--- src/rtl/pdw_pkg.sv ---
`timescale 1ns / 1ps
// Shared types and constants of the PD wheel drive unit.
package pdw_pkg;

  localparam int GAIN_W       = 32;
  localparam int DIST_TOL_W   = 24;
  localparam int ANG_TOL_W    = 19;
  localparam int ANGLE_W      = 20;
  localparam int ANGLE_FRAC_W = 16;
  localparam int DRIVE_W      = 7;
  localparam int CFG_ADDR_W   = 3;
  localparam int OUT_DATA_W   = 16;

  localparam logic [5:0] DRIVE_MAX = 6'd63;
  localparam logic [5:0] LINE_MIN  = 6'd15;
  localparam logic [5:0] TURN_MIN  = 6'd18;

  // Register reset values
  localparam logic [GAIN_W-1:0]     LINE_KP_RST  = 32'd1007;
  localparam logic [GAIN_W-1:0]     LINE_KD_RST  = 32'd1007;
  localparam logic [GAIN_W-1:0]     TURN_KP_RST  = 32'd335544320;
  localparam logic [GAIN_W-1:0]     TURN_KD_RST  = 32'd83886080;
  localparam logic [DIST_TOL_W-1:0] DIST_TOL_RST = 24'd50000;
  localparam logic [ANG_TOL_W-1:0]  ANG_TOL_RST  = 19'd2294;

  typedef enum logic [CFG_ADDR_W-1:0] {
    CFG_LINE_KP  = 3'd0,
    CFG_LINE_KD  = 3'd1,
    CFG_TURN_KP  = 3'd2,
    CFG_TURN_KD  = 3'd3,
    CFG_DIST_TOL = 3'd4,
    CFG_ANG_TOL  = 3'd5
  } pdw_cfg_idx_t;

  typedef enum logic {
    OP_LINE = 1'b0,
    OP_TURN = 1'b1
  } pdw_op_t;

  typedef struct packed {
    logic [GAIN_W-1:0]     line_kp;
    logic [GAIN_W-1:0]     line_kd;
    logic [GAIN_W-1:0]     turn_kp;
    logic [GAIN_W-1:0]     turn_kd;
    logic [DIST_TOL_W-1:0] dist_tol;
    logic [ANG_TOL_W-1:0]  ang_tol;
  } pdw_gains_t;

  typedef struct packed {
    logic full;
    logic empty;
  } pdw_q_stat_t;

  typedef enum logic [3:0] {
    ST_IDLE,
    ST_SQX,
    ST_SQY,
    ST_SUMSQ,
    ST_ROOT,
    ST_PREP,
    ST_MKP,
    ST_MKD,
    ST_SUM,
    ST_OUT
  } pdw_state_t;

endpackage

--- src/rtl/pdw_front.sv ---
`timescale 1ns / 1ps
// Input stage: accept requests, take coordinate magnitudes, push to the queue.
module pdw_front #(
  parameter int POS_BITS = 24,
  parameter int DATA_W   = 72,
  parameter int ENT_W    = 69
) (
  input  logic                      clk,
  input  logic                      rst_n,
  input  logic                      in_tvalid,
  output logic                      in_tready,
  input  logic [DATA_W-1:0]         in_tdata,
  input  logic                      in_tuser,
  input  pdw_pkg::pdw_q_stat_t      q_stat,
  output logic                      q_push,
  output logic [ENT_W-1:0]          q_wdata
);

  logic                           fv_r;
  logic                           fv_nxt;
  logic [ENT_W-1:0]               ent_r;
  logic [POS_BITS-1:0]            dx;
  logic [POS_BITS-1:0]            dy;
  logic [pdw_pkg::ANGLE_W-1:0]    ae;
  logic [POS_BITS-1:0]            mx;
  logic [POS_BITS-1:0]            my;
  logic                           accept;

  assign dx = in_tdata[POS_BITS-1:0];
  assign dy = in_tdata[2*POS_BITS-1:POS_BITS];
  assign ae = in_tdata[2*POS_BITS+pdw_pkg::ANGLE_W-1:2*POS_BITS];

  // Magnitude of the most negative code reads correctly as unsigned.
  assign mx = dx[POS_BITS-1] ? (~dx + 1'b1) : dx;
  assign my = dy[POS_BITS-1] ? (~dy + 1'b1) : dy;

  assign q_push    = fv_r && !q_stat.full;
  assign in_tready = !fv_r || !q_stat.full;
  assign accept    = in_tvalid && in_tready;
  assign q_wdata   = ent_r;

  always_comb begin
    fv_nxt = fv_r;
    if (accept) begin
      fv_nxt = 1'b1;
    end else if (q_push) begin
      fv_nxt = 1'b0;
    end
  end

  always_ff @(posedge clk) begin
    if (!rst_n) begin
      fv_r <= 1'b0;
    end else begin
      fv_r <= fv_nxt;
    end
  end

  always_ff @(posedge clk) begin
    if (accept) begin
      ent_r <= {ae, my, mx, in_tuser};
    end
  end

endmodule

--- src/rtl/pdw_queue.sv ---
`timescale 1ns / 1ps
// Two-entry queue between the input stage and the sequencer.
module pdw_queue #(
  parameter int ENT_W = 69
) (
  input  logic                 clk,
  input  logic                 rst_n,
  input  logic                 push,
  input  logic [ENT_W-1:0]     wdata,
  input  logic                 pop,
  output logic [ENT_W-1:0]     rdata,
  output pdw_pkg::pdw_q_stat_t stat
);

  logic [ENT_W-1:0] mem_r [2];
  logic             wr_ptr_r;
  logic             rd_ptr_r;
  logic [1:0]       cnt_r;
  logic [1:0]       cnt_nxt;

  assign stat.full  = (cnt_r == 2'd2);
  assign stat.empty = (cnt_r == 2'd0);
  assign rdata      = mem_r[rd_ptr_r];

  always_comb begin
    cnt_nxt = cnt_r;
    if (push && !pop) begin
      cnt_nxt = cnt_r + 2'd1;
    end else if (pop && !push) begin
      cnt_nxt = cnt_r - 2'd1;
    end
  end

  always_ff @(posedge clk) begin
    if (!rst_n) begin
      wr_ptr_r <= 1'b0;
      rd_ptr_r <= 1'b0;
      cnt_r    <= 2'd0;
    end else begin
      cnt_r <= cnt_nxt;
      if (push) begin
        wr_ptr_r <= ~wr_ptr_r;
      end
      if (pop) begin
        rd_ptr_r <= ~rd_ptr_r;
      end
    end
  end

  always_ff @(posedge clk) begin
    if (push) begin
      mem_r[wr_ptr_r] <= wdata;
    end
  end

endmodule

--- src/rtl/pdw_back.sv ---
`timescale 1ns / 1ps
// Sequencer: square root, shared gain multiplier, saturation and result register.
module pdw_back #(
  parameter int POS_BITS       = 24,
  parameter int GAIN_FRAC_BITS = 24,
  parameter int ENT_W          = 69
) (
  input  logic                               clk,
  input  logic                               rst_n,
  input  pdw_pkg::pdw_gains_t                gains,
  input  pdw_pkg::pdw_q_stat_t               q_stat,
  input  logic [ENT_W-1:0]                   q_rdata,
  output logic                               q_pop,
  output logic                               out_tvalid,
  input  logic                               out_tready,
  output logic [pdw_pkg::OUT_DATA_W-1:0]     out_tdata,
  output logic                               out_tuser
);

  localparam int AW    = pdw_pkg::ANGLE_W;
  localparam int MB    = (POS_BITS > AW + 1) ? POS_BITS : AW + 1;
  localparam int PW    = pdw_pkg::GAIN_W + MB;
  localparam int RW    = 2 * POS_BITS;
  localparam int CNT_W = $clog2(POS_BITS);
  localparam int SH_L  = GAIN_FRAC_BITS;
  localparam int SH_T  = GAIN_FRAC_BITS + pdw_pkg::ANGLE_FRAC_W;

  pdw_pkg::pdw_state_t state_r, state_nxt;

  logic                    op_r;
  logic [POS_BITS-1:0]     mx_r;
  logic [POS_BITS-1:0]     my_r;
  logic [AW-1:0]           ae_r;
  logic [PW-1:0]           prod_r;
  logic [PW-1:0]           acc_r;
  logic [RW-1:0]           rad_r;
  logic [POS_BITS+1:0]     rem_r;
  logic [POS_BITS-1:0]     root_r;
  logic [CNT_W-1:0]        cnt_r;
  logic [MB-1:0]           em_r;
  logic                    esgn_r;
  logic [MB-1:0]           dm_r;
  logic                    dsgn_r;
  logic                    done_r;
  logic [POS_BITS-1:0]     last_dist_r;
  logic [AW-1:0]           last_ang_r;
  logic [PW:0]             sum_mag_r;
  logic                    sum_neg_r;
  logic                    out_valid_r;
  logic [pdw_pkg::DRIVE_W-1:0] right_r;
  logic [pdw_pkg::DRIVE_W-1:0] left_r;
  logic                    done_out_r;

  // control from the output decode
  logic                    out_free;
  logic                    out_load;
  logic [pdw_pkg::GAIN_W-1:0] mul_a;
  logic [MB-1:0]           mul_b;

  // root step
  logic [POS_BITS+3:0]     rem_sh;
  logic [POS_BITS+3:0]     trial;
  logic                    root_ge;

  // error preparation
  logic [POS_BITS:0]       dd_l;
  logic [AW:0]             dd_t;
  logic [AW-1:0]           ae_mag;
  logic [MB-1:0]           em_c;
  logic                    esgn_c;
  logic [MB-1:0]           dm_c;
  logic                    dsgn_c;
  logic                    done_c;

  // signed sum
  logic [PW:0]             s_add;
  logic [PW:0]             s_diff;
  logic                    an;
  logic                    bn;
  logic [PW:0]             mag_c;
  logic                    neg_c;

  // shaping
  logic [PW:0]             q_full;
  logic                    q_big;
  logic                    q_zero;
  logic [5:0]              lvl6;
  logic [5:0]              lvl_min;
  logic [5:0]              lvl;
  logic                    neg_eff;
  logic [pdw_pkg::DRIVE_W-1:0] right_c;
  logic [pdw_pkg::DRIVE_W-1:0] left_c;

  assign out_free = !out_valid_r || out_tready;

  // Next state
  always_comb begin
    state_nxt = state_r;
    unique case (state_r)
      pdw_pkg::ST_IDLE: begin
        if (!q_stat.empty) begin
          state_nxt = (q_rdata[0] == pdw_pkg::OP_TURN) ? pdw_pkg::ST_PREP : pdw_pkg::ST_SQX;
        end
      end
      pdw_pkg::ST_SQX:   state_nxt = pdw_pkg::ST_SQY;
      pdw_pkg::ST_SQY:   state_nxt = pdw_pkg::ST_SUMSQ;
      pdw_pkg::ST_SUMSQ: state_nxt = pdw_pkg::ST_ROOT;
      pdw_pkg::ST_ROOT: begin
        if (cnt_r == '0) begin
          state_nxt = pdw_pkg::ST_PREP;
        end
      end
      pdw_pkg::ST_PREP:  state_nxt = done_c ? pdw_pkg::ST_OUT : pdw_pkg::ST_MKP;
      pdw_pkg::ST_MKP:   state_nxt = pdw_pkg::ST_MKD;
      pdw_pkg::ST_MKD:   state_nxt = pdw_pkg::ST_SUM;
      pdw_pkg::ST_SUM:   state_nxt = pdw_pkg::ST_OUT;
      pdw_pkg::ST_OUT: begin
        if (out_free) begin
          state_nxt = pdw_pkg::ST_IDLE;
        end
      end
      default:           state_nxt = pdw_pkg::ST_IDLE;
    endcase
  end

  // Outputs of the sequencer: queue pop, result load, multiplier operands
  always_comb begin
    q_pop    = 1'b0;
    out_load = 1'b0;
    mul_a    = '0;
    mul_b    = '0;
    unique case (state_r)
      pdw_pkg::ST_IDLE: q_pop = !q_stat.empty;
      pdw_pkg::ST_SQX: begin
        mul_a = pdw_pkg::GAIN_W'(mx_r);
        mul_b = MB'(mx_r);
      end
      pdw_pkg::ST_SQY: begin
        mul_a = pdw_pkg::GAIN_W'(my_r);
        mul_b = MB'(my_r);
      end
      pdw_pkg::ST_MKP: begin
        mul_a = op_r ? gains.turn_kp : gains.line_kp;
        mul_b = em_r;
      end
      pdw_pkg::ST_MKD: begin
        mul_a = op_r ? gains.turn_kd : gains.line_kd;
        mul_b = dm_r;
      end
      pdw_pkg::ST_OUT:  out_load = out_free;
      default: begin
      end
    endcase
  end

  // One root bit per cycle
  assign rem_sh  = {rem_r, rad_r[RW-1 -: 2]};
  assign trial   = {2'b00, root_r, 2'b01};
  assign root_ge = (rem_sh >= trial);

  // Error and error delta for either mode
  assign dd_l   = {1'b0, root_r} - {1'b0, last_dist_r};
  assign dd_t   = {ae_r[AW-1], ae_r} - {last_ang_r[AW-1], last_ang_r};
  assign ae_mag = ae_r[AW-1] ? (~ae_r + 1'b1) : ae_r;

  always_comb begin
    logic [POS_BITS:0] dl_mag;
    logic [AW:0]       dt_mag;
    dl_mag = dd_l[POS_BITS] ? (~dd_l + 1'b1) : dd_l;
    dt_mag = dd_t[AW] ? (~dd_t + 1'b1) : dd_t;
    if (op_r == pdw_pkg::OP_TURN) begin
      em_c   = MB'(ae_mag);
      esgn_c = ae_r[AW-1];
      dm_c   = MB'(dt_mag);
      dsgn_c = dd_t[AW];
      done_c = (ae_mag < AW'(gains.ang_tol));
    end else begin
      em_c   = MB'(root_r);
      esgn_c = 1'b0;
      dm_c   = MB'(dl_mag[POS_BITS-1:0]);
      dsgn_c = dd_l[POS_BITS];
      done_c = (32'(root_r) < 32'(gains.dist_tol));
    end
  end

  // kp*|e| (acc_r) and kd*|d| (prod_r) joined as sign and magnitude
  assign s_add  = {1'b0, acc_r} + {1'b0, prod_r};
  assign s_diff = {1'b0, acc_r} - {1'b0, prod_r};
  assign an     = esgn_r && (acc_r != '0);
  assign bn     = dsgn_r && (prod_r != '0);

  always_comb begin
    if (an == bn) begin
      mag_c = s_add;
      neg_c = an;
    end else if (!s_diff[PW]) begin
      mag_c = s_diff;
      neg_c = an;
    end else begin
      mag_c = ~s_diff + 1'b1;
      neg_c = bn;
    end
    if (mag_c == '0) begin
      neg_c = 1'b0;
    end
  end

  // Truncate, clamp, floor at the minimum level
  assign q_full  = op_r ? (sum_mag_r >> SH_T) : (sum_mag_r >> SH_L);
  assign q_big   = (q_full[PW:6] != '0);
  assign q_zero  = (q_full == '0);
  assign lvl6    = q_big ? pdw_pkg::DRIVE_MAX : q_full[5:0];
  assign lvl_min = op_r ? pdw_pkg::TURN_MIN : pdw_pkg::LINE_MIN;
  assign lvl     = (lvl6 < lvl_min) ? lvl_min : lvl6;

  always_comb begin
    if (!q_zero) begin
      neg_eff = sum_neg_r;
    end else if (op_r == pdw_pkg::OP_TURN) begin
      neg_eff = sum_neg_r || (sum_mag_r == '0);
    end else begin
      neg_eff = 1'b0;
    end
    right_c = neg_eff ? (~{1'b0, lvl} + 1'b1) : {1'b0, lvl};
    left_c  = op_r ? (~right_c + 1'b1) : right_c;
    if (done_r) begin
      right_c = '0;
      left_c  = '0;
    end
  end

  always_ff @(posedge clk) begin
    if (!rst_n) begin
      state_r     <= pdw_pkg::ST_IDLE;
      last_dist_r <= '0;
      last_ang_r  <= '0;
      out_valid_r <= 1'b0;
    end else begin
      state_r <= state_nxt;
      if (state_r == pdw_pkg::ST_PREP) begin
        if (op_r == pdw_pkg::OP_TURN) begin
          last_ang_r <= ae_r;
        end else begin
          last_dist_r <= root_r;
        end
      end
      if (out_load) begin
        out_valid_r <= 1'b1;
      end else if (out_tready) begin
        out_valid_r <= 1'b0;
      end
    end
  end

  always_ff @(posedge clk) begin
    prod_r <= PW'(mul_a * mul_b);
    if (q_pop) begin
      op_r <= q_rdata[0];
      mx_r <= q_rdata[POS_BITS:1];
      my_r <= q_rdata[2*POS_BITS:POS_BITS+1];
      ae_r <= q_rdata[2*POS_BITS+AW:2*POS_BITS+1];
    end
    if (state_r == pdw_pkg::ST_SQY || state_r == pdw_pkg::ST_MKD) begin
      acc_r <= prod_r;
    end
    if (state_r == pdw_pkg::ST_SUMSQ) begin
      rad_r  <= RW'(acc_r + prod_r);
      rem_r  <= '0;
      root_r <= '0;
      cnt_r  <= CNT_W'(POS_BITS - 1);
    end
    if (state_r == pdw_pkg::ST_ROOT) begin
      rad_r  <= rad_r << 2;
      rem_r  <= root_ge ? (POS_BITS + 2)'(rem_sh - trial) : rem_sh[POS_BITS+1:0];
      root_r <= {root_r[POS_BITS-2:0], root_ge};
      cnt_r  <= cnt_r - 1'b1;
    end
    if (state_r == pdw_pkg::ST_PREP) begin
      em_r   <= em_c;
      esgn_r <= esgn_c;
      dm_r   <= dm_c;
      dsgn_r <= dsgn_c;
      done_r <= done_c;
    end
    if (state_r == pdw_pkg::ST_SUM) begin
      sum_mag_r <= mag_c;
      sum_neg_r <= neg_c;
    end
    if (out_load) begin
      right_r    <= right_c;
      left_r     <= left_c;
      done_out_r <= done_r;
    end
  end

  assign out_tvalid = out_valid_r;
  assign out_tdata  = {2'b00, left_r, right_r};
  assign out_tuser  = done_out_r;

endmodule

--- src/rtl/pd_wheel_drive_unit.sv ---
`timescale 1ns / 1ps
// PD wheel drive unit: top level with configuration registers and assertions.
//
// Each input request carries one command: op in in_tuser (0 straight, 1 turn) and
// dx, dy, angle_error in in_tdata. Each request gives exactly one result: the right
// and left wheel drive levels in out_tdata and the done flag in out_tuser.
// Straight mode takes the integer distance sqrt(dx^2 + dy^2), turn mode the angle
// error; inside tolerance both wheels stop and done is set, otherwise the PD sum
// is truncated, clamped to +-63 and held at a minimum magnitude.
// Straight requests are slower than turn requests: the square root resolves one
// root bit per cycle. A request inside tolerance skips the multiplies and comes
// back sooner. One request is worked on at a time; a two-entry queue behind the
// input register lets up to three further requests be taken while one is in work.
// The user must write gains and tolerances through cfg_we/cfg_addr/cfg_wdata only
// while idle; the block itself does not enforce it.
// Reset (rst_n low, synchronous) loads the default gains, clears both stored
// errors and drops any request in flight. A stalled receiver holds the result in
// the output register; the sequencer then waits, and the queue fills before
// in_tready falls.
module pd_wheel_drive_unit #(
  parameter int POS_BITS       = 24,
  parameter int GAIN_FRAC_BITS = 24
) (
  input  logic                                  clk,
  input  logic                                  rst_n,
  // in_tdata, lowest bit up: dx[POS_BITS], dy[POS_BITS], angle_error[20], zero fill
  input  logic                                  in_tvalid,
  output logic                                  in_tready,
  input  logic [((2*POS_BITS+20+7)/8)*8-1:0]    in_tdata,
  input  logic                                  in_tuser,   // op
  // out_tdata, lowest bit up: right_drive[7], left_drive[7], zero fill[2]
  output logic                                  out_tvalid,
  input  logic                                  out_tready,
  output logic [pdw_pkg::OUT_DATA_W-1:0]        out_tdata,
  output logic                                  out_tuser,  // done_res
  input  logic                                  cfg_we,
  input  logic [pdw_pkg::CFG_ADDR_W-1:0]        cfg_addr,
  input  logic [pdw_pkg::GAIN_W-1:0]            cfg_wdata
);

  localparam int DATA_W = ((2 * POS_BITS + 20 + 7) / 8) * 8;
  localparam int ENT_W  = 1 + 2 * POS_BITS + pdw_pkg::ANGLE_W;

  pdw_pkg::pdw_gains_t  gains_r;
  pdw_pkg::pdw_q_stat_t q_stat;
  logic                 q_push;
  logic                 q_pop;
  logic [ENT_W-1:0]     q_wdata;
  logic [ENT_W-1:0]     q_rdata;

  // Configuration registers; writes to unused indexes drop.
  always_ff @(posedge clk) begin
    if (!rst_n) begin
      gains_r.line_kp  <= pdw_pkg::LINE_KP_RST;
      gains_r.line_kd  <= pdw_pkg::LINE_KD_RST;
      gains_r.turn_kp  <= pdw_pkg::TURN_KP_RST;
      gains_r.turn_kd  <= pdw_pkg::TURN_KD_RST;
      gains_r.dist_tol <= pdw_pkg::DIST_TOL_RST;
      gains_r.ang_tol  <= pdw_pkg::ANG_TOL_RST;
    end else if (cfg_we) begin
      unique case (cfg_addr)
        pdw_pkg::CFG_LINE_KP:  gains_r.line_kp  <= cfg_wdata;
        pdw_pkg::CFG_LINE_KD:  gains_r.line_kd  <= cfg_wdata;
        pdw_pkg::CFG_TURN_KP:  gains_r.turn_kp  <= cfg_wdata;
        pdw_pkg::CFG_TURN_KD:  gains_r.turn_kd  <= cfg_wdata;
        pdw_pkg::CFG_DIST_TOL: gains_r.dist_tol <= cfg_wdata[pdw_pkg::DIST_TOL_W-1:0];
        pdw_pkg::CFG_ANG_TOL:  gains_r.ang_tol  <= cfg_wdata[pdw_pkg::ANG_TOL_W-1:0];
        default: begin
        end
      endcase
    end
  end

  // Input register and coordinate magnitudes
  pdw_front #(
    .POS_BITS (POS_BITS),
    .DATA_W   (DATA_W),
    .ENT_W    (ENT_W)
  ) u_front (
    .clk       (clk),
    .rst_n     (rst_n),
    .in_tvalid (in_tvalid),
    .in_tready (in_tready),
    .in_tdata  (in_tdata),
    .in_tuser  (in_tuser),
    .q_stat    (q_stat),
    .q_push    (q_push),
    .q_wdata   (q_wdata)
  );

  // Decouple request intake from the sequencer
  pdw_queue #(
    .ENT_W (ENT_W)
  ) u_queue (
    .clk   (clk),
    .rst_n (rst_n),
    .push  (q_push),
    .wdata (q_wdata),
    .pop   (q_pop),
    .rdata (q_rdata),
    .stat  (q_stat)
  );

  // Root, PD sum, saturation and result register
  pdw_back #(
    .POS_BITS       (POS_BITS),
    .GAIN_FRAC_BITS (GAIN_FRAC_BITS),
    .ENT_W          (ENT_W)
  ) u_back (
    .clk        (clk),
    .rst_n      (rst_n),
    .gains      (gains_r),
    .q_stat     (q_stat),
    .q_rdata    (q_rdata),
    .q_pop      (q_pop),
    .out_tvalid (out_tvalid),
    .out_tready (out_tready),
    .out_tdata  (out_tdata),
    .out_tuser  (out_tuser)
  );

  // A done result stops both wheels.
  a_done_stops: assert property (@(posedge clk) disable iff (!rst_n)
    out_tvalid && out_tuser |-> out_tdata[13:0] == 14'd0)
    else $error("done result with nonzero drive");

  // A driving result moves the wheels alike or opposite, never at zero or -64.
  a_drive_shape: assert property (@(posedge clk) disable iff (!rst_n)
    out_tvalid && !out_tuser |->
      (out_tdata[6:0] != 7'd0) && (out_tdata[6:0] != 7'h40) &&
      ((out_tdata[13:7] == out_tdata[6:0]) ||
       (out_tdata[13:7] == 7'(~out_tdata[6:0] + 7'd1))))
    else $error("malformed drive levels");

  // The queue never reports full and empty together, and no pop hits an empty queue.
  a_queue_sane: assert property (@(posedge clk) disable iff (!rst_n)
    !(q_stat.full && q_stat.empty) && !(q_pop && q_stat.empty))
    else $error("queue status inconsistent");

endmodule

--- config.mk ---
export PLATFORM = sky130hd
export DESIGN_NAME = pd_wheel_drive_unit
export DESIGN_NICKNAME = d
export VERILOG_FILES = /design/src/rtl/pdw_pkg.sv /design/src/rtl/pdw_front.sv /design/src/rtl/pdw_queue.sv /design/src/rtl/pdw_back.sv /design/src/rtl/pd_wheel_drive_unit.sv
export SDC_FILE = /design/constraint.sdc
export NUM_CORES = 2
export LEC_CHECK = 0
export BUFFER_PORTS_ARGS = -buffer_cell sky130_fd_sc_hd__buf_2
export CORE_MARGIN = 4
export CORE_UTILIZATION = 40
export DETAILED_ROUTE_END_ITERATION = 8
export GPL_ROUTABILITY_DRIVEN = 0
export PLACE_DENSITY_LB_ADDON = 0.12
export SLEW_MARGIN = 10
export SYNTH_ARGS = -nofsm -noshare
export SYNTH_HDL_FRONTEND = slang
export SYNTH_SLANG_ARGS = --single-unit
--- constraint.sdc ---
create_clock -name clk -period 10.5 [get_ports clk]
set_input_delay 2.1 -clock clk [delete_from_list [all_inputs] [get_ports clk]]
set_output_delay 2.1 -clock clk [all_outputs]
set_load 0.02 [all_outputs]
### Yosys cells after proc, flatten, opt, wreduce, memory -nomap -nowiden

Memory sizes are Yosys's and may differ from the RTL's. A register that Yosys moved wholly into a read port is not among the register bits.
Index checks and enable logic that the tools add are counted.

* memory bits (writable): 138
* logic and storage cells: 184
* bits in registers: 702
* output and inout port bits: 19
* input bits: 113
* memories kept: 1

* equality and inequality tests: 19
* muxes and demuxes: 52
* magnitude comparators: 4
* bitwise logic cells: 11
* $add $sub $neg: 17
* reduce and logical (&&, ||, !) cells: 39
* multiply operators: 1

Memory list
* u_queue.mem_r: words 2, bits a word 69, rd ports 1, clocked after Yosys merged registers in 1, wr ports 1, line pdw_queue.sv:15 `logic [ENT_W-1:0] mem_r [2];`

Operators by type and width (count)
* $logic_not 57->1: 3
* $pmux 32 s4: 1
* $mux 57: 2
* $reduce_bool 56->1: 2
* $mux 48: 2
* $pmux 24 s4: 1
* $mux 26: 3
* $add 24x1->24 const B: 3
* $mux 24: 3
* $not 24->24: 3
* $mux 32: 2
* $add 56x56->57: 1
* $add 57x1->57 const B: 1
* $not 57->57: 1
* $sub 56x56->57: 1
* $mul 32x24->56: 1
* $reduce_bool 51->1: 1
* $add 48x48->48: 1
* $mux 23: 2
* $mux 21: 2
* $mux 20: 2
* $pmux 4 s10: 1
* $mux 33: 1
* $ge 28x26->1: 1
* 45 further kinds: 102

### Logic depth before layout (Yosys ltp)

* word-level depth: 11
* gate-level depth with buffers: 40
* gate-level depth less buffers: 37

### Modules after synthesis

From an unflattened synthesis, not the netlist that was laid out.

* cells, all modules: 7615
* area, all modules: 71975.3 um^2

Modules (own cells, without submodules)
* pdw_back: cells each 6545, seq. area each 12622.1 um^2, instances 1, area an instance 57164.8 um^2
* pd_wheel_drive_unit: cells each 616, seq. area each 3423.3 um^2, instances 1, area an instance 6452.4 um^2
* pdw_queue: cells each 237, seq. area each 4244.1 um^2, instances 1, area an instance 5237.5 um^2
* pdw_front: cells each 217, seq. area each 2092.0 um^2, instances 1, area an instance 3120.5 um^2

### Worst setup path before layout

No wires, ideal clock.

* path kind: reg2reg
* from: reg u_back.op_r
* to: reg u_back.prod_r[54]
* data required time: 10428 ps
* library setup time: 72 ps
* stages on the path, launching flop included: 37
* arrival time: 10035 ps
* buffers on the path: 6
* clock period less this slack: 10107 ps
* setup slack: 393 ps
* path through: edfxtp_1 -> clkbuf_1 -> buf_1 -> clkbuf_1 -> buf_1 -> buf_1 -> mux2i_1 -> o221ai_1 -> clkbuf_1 -> nand2_1 -> fa_1 -> inv_1 -> fa_1 -> inv_1 -> fa_1 -> fa_1 -> inv_1 -> fa_1 -> fa_1 -> inv_1 -> fa_1 -> inv_1 -> ha_1 -> and4_1 -> and3_1 -> a221oi_1 -> nand2_1 -> a41oi_1 -> o31ai_1 -> o41a_1 -> a21oi_1 -> o21ai_0 -> o31ai_1 -> o31ai_1 -> a31o_2 -> a21oi_1 -> xnor2_1

* word-level cells in the longest chain between the ends: 3
* elaborated cells on any way between the ends: 4
* those cells by class: mul (1); mux (3)

Ends and longest elaborated chain
* start, declared: line pdw_back.sv:30 `logic op_r;`
* start signal, assigned: line pdw_back.sv:258 `op_r <= q_rdata[0];`
* $mux 32 (on tied branches): line pdw_back.sv:147, pdw_back.sv:143
* $pmux 32 s4 *: line pdw_back.sv:132 `unique case (state_r)`
* $mul 32x24->56 *: line pdw_back.sv:256 `prod_r <= PW'(mul_a * mul_b);`
* end signal, assigned: line pdw_back.sv:256
* end, declared: line pdw_back.sv:34 `logic [PW-1:0] prod_r;`

Every way passes the cells marked *; elsewhere a longest branch is shown, timed or not.
A chain may end at the register's enable or synchronous reset.

### Final worst setup path

* from: reg u_back.state_r[1]
* to: reg u_back.prod_r[54]

* word-level cells in the longest chain between the ends: 3
* elaborated cells on any way between the ends: 7
* those cells by class: mul (1); eq/ne (4); mux (2)

Ends and longest elaborated chain
* start, declared: line pdw_back.sv:28 `pdw_pkg::pdw_state_t state_r, state_nxt;`
* start signal, assigned: line pdw_back.sv:234 `state_r <= pdw_pkg::ST_IDLE;`
* start signal, assigned: line pdw_back.sv:239 `state_r <= state_nxt;`
* $eq 4x3->1, or another cell as far along: line pdw_back.sv:132
* $pmux 32 s4 / $pmux 24 s4 (equally long branches): line pdw_back.sv:132
* $mul 32x24->56 *: line pdw_back.sv:256

Marked as above.

==> metrics.md <==
| Metric | Value |
|---|---|
| Maxcap violations | 0 |
| Outcome | finished clean |
| Grt total ovfl | 0 |
| Die ar. | 182,000 um2 |
| Routed WL | between 200 and 250 mm |
| Synth Cell Area | 70,100 um2 |
| Initial DRC count | 4,404 |
| Die X | 427 um |
| CP peak stage delay | 580 ps |
| Post-synth top area cell | edfxtp_1 |
| Max-slew violations | 0 |
| WL/cell | 22.4 um |
| Final Net Count | 8,807 |
| Design Area, Final | 77,300 um2 |
| Mapped Cells | 7,551 |
| Crit path max-delay cell type | fa_1 |
| Minimum clock period | 10,010 ps |
| I/O pin count | 132 |
| F_max | approximately 100 MHz |
| Commonest non-fill, non-tap cells in the layout | nand2_1 (1,151), inv_1 (1,061), fa_1 (662), nor2_1 (606), edfxtp_1 (556) |
| Via-per-instance ratio | 5.41 |
| ANT nets after route | 0 |
| H-tree depth | 3 |
| Vias in the first global route | 54,003 |
| Total Power | between 0.015 and 0.02 W |
| Maximum net fanout on the critical path | 24 |
| EDFF count, synth | 556 |
| Post CTS Setup Buffer Count | 0 |
| Worst R2R Path Depth | 35 |
| Cells on Worst Hold Path | 0 |
| Area grow syn2layout | 10.4% |
| Crit start category | register |
| Top sig layer | met5 |
| Drt first pass iters | 6 |
| Yosys top cell area share | a little under a quarter |
| Clock transition at path regs | 60 ps |
| CP Class | reg -> reg |
| DP Area | 74,000 um2 |
| Post-route insts no fill | ~10,000 |
| Ys async rst share | 0% |
| Fin. Hold Viols | 0 |
| Overall routing resource usage | 24.5% |
| Final Setup Violations | 0 |
| Vias | 54,274 |
| Antenna violations before repair | 25 |
| Met1 WL | 95.0 mm |
| Most common cell after layout, fill and taps aside | nand2_1 |
| Die height | 427 um |
| Clk sink count | between 800 and 900 |
| Place WS | 513 ps |
| Worst VDD drop | ~270 uV |
| Drt drc | 0 |
| Clk_skew | 96.8 ps |
| Final Cycle Share | 95.3% |
| Cell Pwr Density | ~260 nW/um2 |
| Netlist cell types | about 110 |
| Total core area | between 150,000 and 200,000 um2 |
| Clk buf depth | 3 |
| Ys Warns | 0 |
| Placement row count | ~150 |
| Inst Count DP | 9,841 |
| Top post-synthesis cells by area | edfxtp_1 (24%), fa_1 (19%), dfxtp_1 (8.1%), ha_1 (7.5%), nand2_1 (6.2%) |
| Worst Max-Slew Pin Slew | 1280 ps |
| Required time of the critical path | 11,120 ps |
| Routed length on met3 | approximately 15 mm |
| CP endpoint kind | register |
| Unrepaired setup endpoints after global routing | false |
| TritonCTS clock tree | done |
| Initial Util | 40.3% |
| Leakage | 32.4 nW |
| Wire length on met2 | 105 mm |
| Worst skew pair latency | roughly 750 ps |
| Root Driver | clkbuf_16 |
| Setup total negative slack | 0 ps |
| Pin count of the biggest net entering global routing | 108 |
| HPWL after DPL | about 180 mm |
| Avg Cell Area, Syn | 9.28 um2 |
| Ys flop type | edfxtp_1 |
| Clock buffer count from CTS | between 90 and 100 |
| Share of synthesized area occupied by flip-flops and latches | 31.9% |
| Worst path most repeated cell | fa_1 |
| PnR worst setup slack | 492 ps |
| Share of cells above drive strength 1 | under 10% |
| Worst min path class | reg -> reg |
| Slew margin rel. | 13.6% |
| Synth Register Bits | 840 |
| Global-route wire length before repair | 338 mm |
| Input/output buffers | 125 |
| Critical path arrival | 10,630 ps |
## metrics by stage
| step | utilization [%] | hold slack (ps) |
|---|---|---|
| floorplan | - | 421 |
| global placement | 42.5 | 422 |
| detailed placement | 42.5 | 429 |
| CTS | 44.4 | 433 |
| global route | 44.4 | 446 |
| finish | 44.4 | 437 |
## worst max-delay path: cells and delay by family, from the launching register on
kind / cells / cell delay (ps)
DFF: 1 / 540
and+or+nand+nor: 6 / 970
AOI/OAI and AO/OA: 12 / 3570
xor gates and xnor gates: 1 / 130
adders and majority gates: 8 / 3910
buffers and inverters: 8 / 750
## final timing paths
kind | start | to | slack (ps)
max reg2reg | u_back.state_r[1] | u_back.prod_r[54] | 490
max | u_back.state_r[1] | u_back.prod_r[54] | 490
min | u_front.q_wdata[4] | u_queue.mem_r[1][4] | 440
min reg2reg | u_front.q_wdata[4] | u_queue.mem_r[1][4] | 440
## cell usage after synthesis (all sizes together), types with 12 or more instances
cell type and instances:
o211ai 43, o21ai 224, a22oi 53, or4 31, dfxtp 284, mux2 74
or3 56, nand3 92, a21oi 453, a31oi 40, or2 22, nor4 88
nand3b 12, a21o 79, mux2i 113, and3 39, o22ai 22, nor3 99
edfxtp 556, o21bai 37, o221ai 23, clkbuf 312, a211oi 33, and2 67
o41ai 18, a2111oi 12, nor2 611, xor2 86, inv 1063, o31ai 53
nand2 1155, nand2b 48, buf 43, o221a 20, a21boi 17, nor2b 40
nand4 42, ha 418, o21a 32, fa 662, xnor2 242
## layout make-up
class / instances / area, um2
fill: 16940 / 96700
multi-input combinational: 5291 / 42400
sequential: 840 / 22400
inverter: 1066 / 4010
tap: 2325 / 2910
clock buffer: 134 / 2730
timing repair buffer: 319 / 2260
clock inverter: 47 / 584
antenna: 11 / 27.5
## state kept, by name, indices dropped and copies added (netlist names), 26 cells and up, named ones only
| name | flops |
|---|---|
| gains_r | 171 |
| u_front.q_wdata | 69 |
| u_queue.mem_r | 138 |
| u_back.rad_r | 48 |
| u_back.prod_r | 56 |
| u_back.rem_r | 26 |
| u_back.acc_r | 56 |
| u_back.sum_mag_r | 57 |
## kinds of logic after synthesis
group	Yosys count	share of synthesized area [%]
simple gates	2437	15.5
buf+inv	1421	7.82
compound gates	1257	11.5
fa+ha+maj	1080	26.4
flops	840	31.9
xor+xnor	328	4.11
mux	187	2.81
other cells	1	0.00535
## routing by layer
metal | track usage [%] | vias to the layer above
li1 | - | 25189
met1 | 32.2 | 27028
met2 | 40.4 | 1682
met3 | 4.77 | 359
met4 | 8.60 | 16
met5 | 0 | -
## where the power goes
group          internal [W]  switching, W
Clock               0.00199       0.00145
Sequential          0.00434      0.000427
Combinational       0.00405       0.00768
## what timing repair did
| item | CTS | global route |
|---|---|---|
| gates resized for setup | 0 | 7 |
| hold buffers | 0 | 0 |
| endpoints found under the setup margin | 0 | 2 |
(Power assumes the default switching activity.)
